--- src/sv/bitmap_glyph_text_renderer_macros.svh ---
// Assertion macros for the bitmap glyph text renderer.
`ifndef BITMAP_GLYPH_TEXT_RENDERER_MACROS_SVH
`define BITMAP_GLYPH_TEXT_RENDERER_MACROS_SVH

// Property must hold at every clock edge outside reset.
`define BGTR_ASSERT(lbl, prop, msg) \
    lbl: assert property (@(posedge i_clk) disable iff (!i_rst_n) (prop)) else $error(msg);

// Condition must never be seen outside reset.
`define BGTR_NEVER(lbl, cond, msg) \
    lbl: assert property (@(posedge i_clk) disable iff (!i_rst_n) !(cond)) else $error(msg);

`endif

--- src/sv/bgtr_ram.sv ---
// Generic single-port-write, single-port-read RAM with registered read data.
module bgtr_ram #(
    parameter int WIDTH = 8,
    parameter int DEPTH = 256,
    parameter int AW    = $clog2(DEPTH)
) (
    input  logic             i_clk,
    input  logic             i_wr_en,
    input  logic [AW-1:0]    i_wr_addr,
    input  logic [WIDTH-1:0] i_wr_data,
    input  logic             i_rd_en,
    input  logic [AW-1:0]    i_rd_addr,
    output logic [WIDTH-1:0] o_rd_data
);

    logic [WIDTH-1:0] r_mem [DEPTH];

    always_ff @(posedge i_clk) begin
        if (i_wr_en) begin
            r_mem[i_wr_addr] <= i_wr_data;
        end
        if (i_rd_en) begin
            o_rd_data <= r_mem[i_rd_addr];
        end
    end

endmodule

--- config.mk ---
export PLATFORM = sky130hd
export DESIGN_NAME = bgtr_ram
export DESIGN_NICKNAME = d
export VERILOG_FILES = /design/src/sv/bitmap_glyph_text_renderer_macros.svh /design/src/sv/bgtr_ram.sv
export SDC_FILE = /design/constraint.sdc
export NUM_CORES = 2
export LEC_CHECK = 0
export BUFFER_PORTS_ARGS = -buffer_cell sky130_fd_sc_hd__buf_2
export CORE_UTILIZATION = 40
export CTS_CLUSTER_SIZE = 8
export DETAILED_ROUTE_END_ITERATION = 10
export PLACE_DENSITY = 0.51
export SYNTH_ARGS = -nofsm -noshare
export SYNTH_HDL_FRONTEND = slang
export SYNTH_SLANG_ARGS = --single-unit
--- constraint.sdc ---
create_clock -name i_clk -period 4.68 [get_ports i_clk]
set_input_delay 0.702 -clock i_clk [delete_from_list [all_inputs] [get_ports i_clk]]
set_output_delay 0.702 -clock i_clk [all_outputs]
set_load 0.05 [all_outputs]
-- Word level (Yosys, flattened, before mapping)
Memories as Yosys holds them, arrays and structs flattened. A register that Yosys moved wholly into a read port is not among the register bits.
Cells that the tools add are included.
Widths: inputs -> output; s select.
- multiplexer cells: 2
- operator list (kind ; number):
    $mux 1 ; 2
- flip-flop bits (word level): 0
- memory bits (writable): 2048
- input bits: 27
- word-level logic and storage cells: 3
- memories: 1
- memory list (memory ; words ; width ; rd ports ; clocked after memory_dff ; wr ports ; line ; text):
    r_mem ; 256 ; 8 ; 1 ; 1 ; 1 ; bgtr_ram.sv:16 ; logic [WIDTH-1:0] r_mem [DEPTH];

-- Depth between registers and ports, before layout
- word-level depth: 2
- mapped depth: 11
- gate-level depth less buffers: 6

-- Least setup slack after synthesis
OpenSTA, ideal clock, no wires.
- kind: input -> register
- start: in i_rd_addr[0]
- end: reg o_rd_data[2], read port of r_mem (data pin)
- setup time: 269 ps
- arrival time: 2509 ps
- data required time: 4411 ps
- path slack: 1902 ps
- cell stages on the path: 9
- buffers on the path: 4
- cell sequence: buf_6 > buf_12 > buf_8 > buf_2 > mux4_2 > a22oi_1 > a21oi_1 > nor4_1 > nor4_2
- RTL lines (what ; line ; text):
    start: declaration ; bgtr_ram.sv:12 ; input logic [AW-1:0] i_rd_addr,
    end: declaration ; bgtr_ram.sv:13 ; output logic [WIDTH-1:0] o_rd_data

==> results.tsv <==
metric	value	unit
p_leak	0.0286	uW
dp.final_hpwl	131	mm
vdd_drop_max	0.330	mV
cp-end-kind	flip-flop	
holdCritStartpoint	i_rd_en	
syn_inst	3733	
rows	163	
postCtsResizedCells	0	
cp.required	5.32	ns
filler_cell_count	16300	
fmax	284	MHz
routed_wl	213	mm
worstMarginPinSlew	1.16	ns
htreeDepth	5	
synth_top_cell_area_share	0.775	
yosys-top-cells-area	edfxtp_1, mux4_2, mux2i_1, nor2_1, a22oi_1	
drt_iter0_drc	3906	
die_area	201000	um^2
die_h	448	um
cp_num_buf_inv	4	
post_cts_buffers	0	
cp_common_cell	buf_12	
synth_nets	3760	
syn_area	79600	um^2
routabilityCongestion	0.821	
r2r_slack	1.56	ns
syn_to_final_growth	15.2	%
start_util	0.403	
cp_max_fo	56	
cp_cell_sequence	buf_8 > buf_12 > buf_12 > mux4_2 > o211ai_1 > nand3_1 > nor4_1 > buf_4 > nor4_2	
finalNetCount	4083	
ant_nets	0	
p_total	41300	uW
grt_max_degree	155	
cp_data_arrival_time	4.16	ns
fp.dieW	448	um
whs_endpoint	o_rd_data[5]	
startpoint_type	input pin	
rsz0062_at_grt	no	
clk_pin_slew	0.05	ns
clk_path_buf_depth	4	
grt_pass1_wl	301	mm
slew_viol_final	0	
hold_violations	0	
cts_buffers	307	
ys_async_sr_fraction	0	
wire_per_inst	31.8	um
synth.avg_cell_area	21.3	um^2
drcViolationCount	0	
grt_util_all_layers	0.213	
path_class	input pin to flip-flop	
ys_warn_count	0	
reg2reg_from	r_mem[67][0]	
ys_seq_elements	2056	
postCtsHoldBufs	0	
ys.flop_type	edfxtp_1	
cp_top_family	buffers and inverters	
fin_ws	1.15	ns
synth_edf_count	2056	
first_pass_iters	6	
via_per_inst	5.80	
skew	0.0559	ns
yosys.cell_types.count	54	
min_path_type	input pin to flip-flop	
grt_pass1_vias	39700	
maxCapViolations	0	
layout-drive-gt1-share	0.257	
setup_viol	0	
cts_root_buf	clkbuf_16	
cts_tree	yes	
pwr_density_cell	451	nW/um^2
slew_headroom	0.222	
r2r-end	o_rd_data[0]	
grt_antenna_before_repair	15	
setup_tns	0	ns
timing.hold.ws	0.264	ns
cts.sinks	2056	
seq_area_frac_synth	0.775	
coreArea	198000	um^2
grt_overflow	0	
yosysTopAreaCell	edfxtp_1	
port_buffers	34	
crit_slowest_cell	nor4_1	
finalCritPeriodShare	0.753	
finalCoreUtilization	0.464	
r2r_cells	6	
io_pins	35	
num_vias	38900	
hold_path_depth	1	
place_ws	0.339	ns
slowest_delay	1.03	ns
status	completed	
period_minus_slack	3.53	ns
worstSkewPairLatency	0.92	ns
[area by class of cell]
type,instances,area [um^2],area share
Antenna cell,4,10.0,0.000109
Sequential cell,2056,61700,0.673
Timing Repair Buffer,247,2190,0.0238
Clock inverter,5,37.5,0.000409
Clock buffer,318,7940,0.0865
Inverter,2,7.51,0.0000818
Multi-Input combinational cell,1442,16500,0.180
Tap cell,2640,3300,0.0360
[metrics by stage]
stage	area, um^2	cells
after floorplan	79600	3733
after global placement	83800	6387
after detailed placement	83800	6387
after CTS	91700	6710
after global routing	91700	6713
final	91700	6714
[kinds of logic (layout without fill, tap and decap cells)]
group / Yosys count / in the layout / share of synthesized area
AO/OA/AOI/OAI: 385 / 385 / 0.0342
buffers and inverters: 235 / 572 / 0.0183
flip-flops: 2056 / 2056 / 0.775
multiplexers: 591 / 591 / 0.146
other: 0 / 4 / 0
AND/OR/NAND/NOR: 466 / 466 / 0.0263
[power by group]
part           internal (uW)  total, uW  switching, uW
logic                    647       1920           1280
registers              20400      20400           17.3
clock network          11800      19000           7250
[how the worst max path moves through the flow]
stage	start	endpoint	slack, ns	cells past startpoint
2_1_floorplan	i_rd_addr[0]	o_rd_data[2]	1.90	9
3_3_place_gp	i_rd_addr[0]	o_rd_data[0]	0.34	8
3_5_place_dp	i_rd_addr[0]	o_rd_data[0]	0.34	8
4_1_cts	i_rd_addr[0]	o_rd_data[0]	1.31	8
5_1_grt	i_rd_addr[0]	o_rd_data[0]	1.13	9
6_report	i_rd_addr[0]	o_rd_data[0]	1.15	9
[cell usage after synthesis (all sizes together) (4+ instances only)]
| library cell | instances |
|---|---|
| a2111oi | 5 |
| a211oi | 16 |
| a21oi | 96 |
| a221oi | 14 |
| a22o | 8 |
| a22oi | 133 |
| and2 | 6 |
| buf | 122 |
| clkbuf | 111 |
| edfxtp | 2056 |
| mux2i | 134 |
| mux4 | 456 |
| nand2 | 33 |
| nand2b | 8 |
| nand3 | 34 |
| nand4 | 10 |
| nor2 | 282 |
| nor2b | 31 |
| nor3 | 22 |
| nor4 | 27 |
| o211ai | 10 |
| o21ai | 12 |
| o221ai | 47 |
| o22a | 5 |
| o22ai | 28 |
| o32ai | 5 |
| or2 | 4 |
[layer usage]
metal,track usage,vias up,wire length [um]
met2,0.334,1395,101000
li1,-,16200,-
met5,0,-,49
met1,0.301,20900,91300
met3,0.0453,375,14800
met4,0.0635,8,6060
[sequential cells by signal (all words and copies together) (netlist names)]
name       count
r_mem       2048
o_rd_data      8
[cell usage in the layout (no fill, tap or decap), types with 3 or more instances in the layout]
| cell | synthesis | routed |
|---|---|---|
| and2_1 | 6 | 5 |
| edfxtp_1 | 2056 | 2056 |
| mux4_2 | 454 | 454 |
| buf_12 | 8 | 25 |
| mux2i_1 | 134 | 134 |
| o211ai_1 | 10 | 10 |
| o22a_1 | 5 | 5 |
| nor2_1 | 282 | 279 |
| nand2_1 | 33 | 33 |
| a22o_1 | 8 | 8 |
| nor2b_4 | 0 | 3 |
| o22ai_1 | 28 | 28 |
| inv_6 | 0 | 3 |
| nand2b_1 | 8 | 8 |
| buf_2 | 31 | 22 |
| a21oi_1 | 96 | 96 |
| a211oi_1 | 16 | 16 |
| buf_4 | 27 | 190 |
| clkbuf_16 | 0 | 317 |
| nand4_1 | 10 | 10 |
| diode_2 | 0 | 4 |
| nor2_4 | 0 | 3 |
| a221oi_1 | 13 | 13 |
| nand3_2 | 0 | 6 |
| o221ai_1 | 46 | 46 |
| o32ai_1 | 4 | 4 |
| nor4_2 | 3 | 3 |
| nor3_1 | 22 | 22 |
| nor4_1 | 24 | 24 |
| nor2b_1 | 31 | 28 |
| buf_8 | 13 | 10 |
| a22oi_1 | 133 | 133 |
| o21ai_0 | 10 | 10 |
| or2_2 | 4 | 4 |
| nand3_1 | 34 | 28 |
No activity file was read; power rests on OpenSTA's default activity.
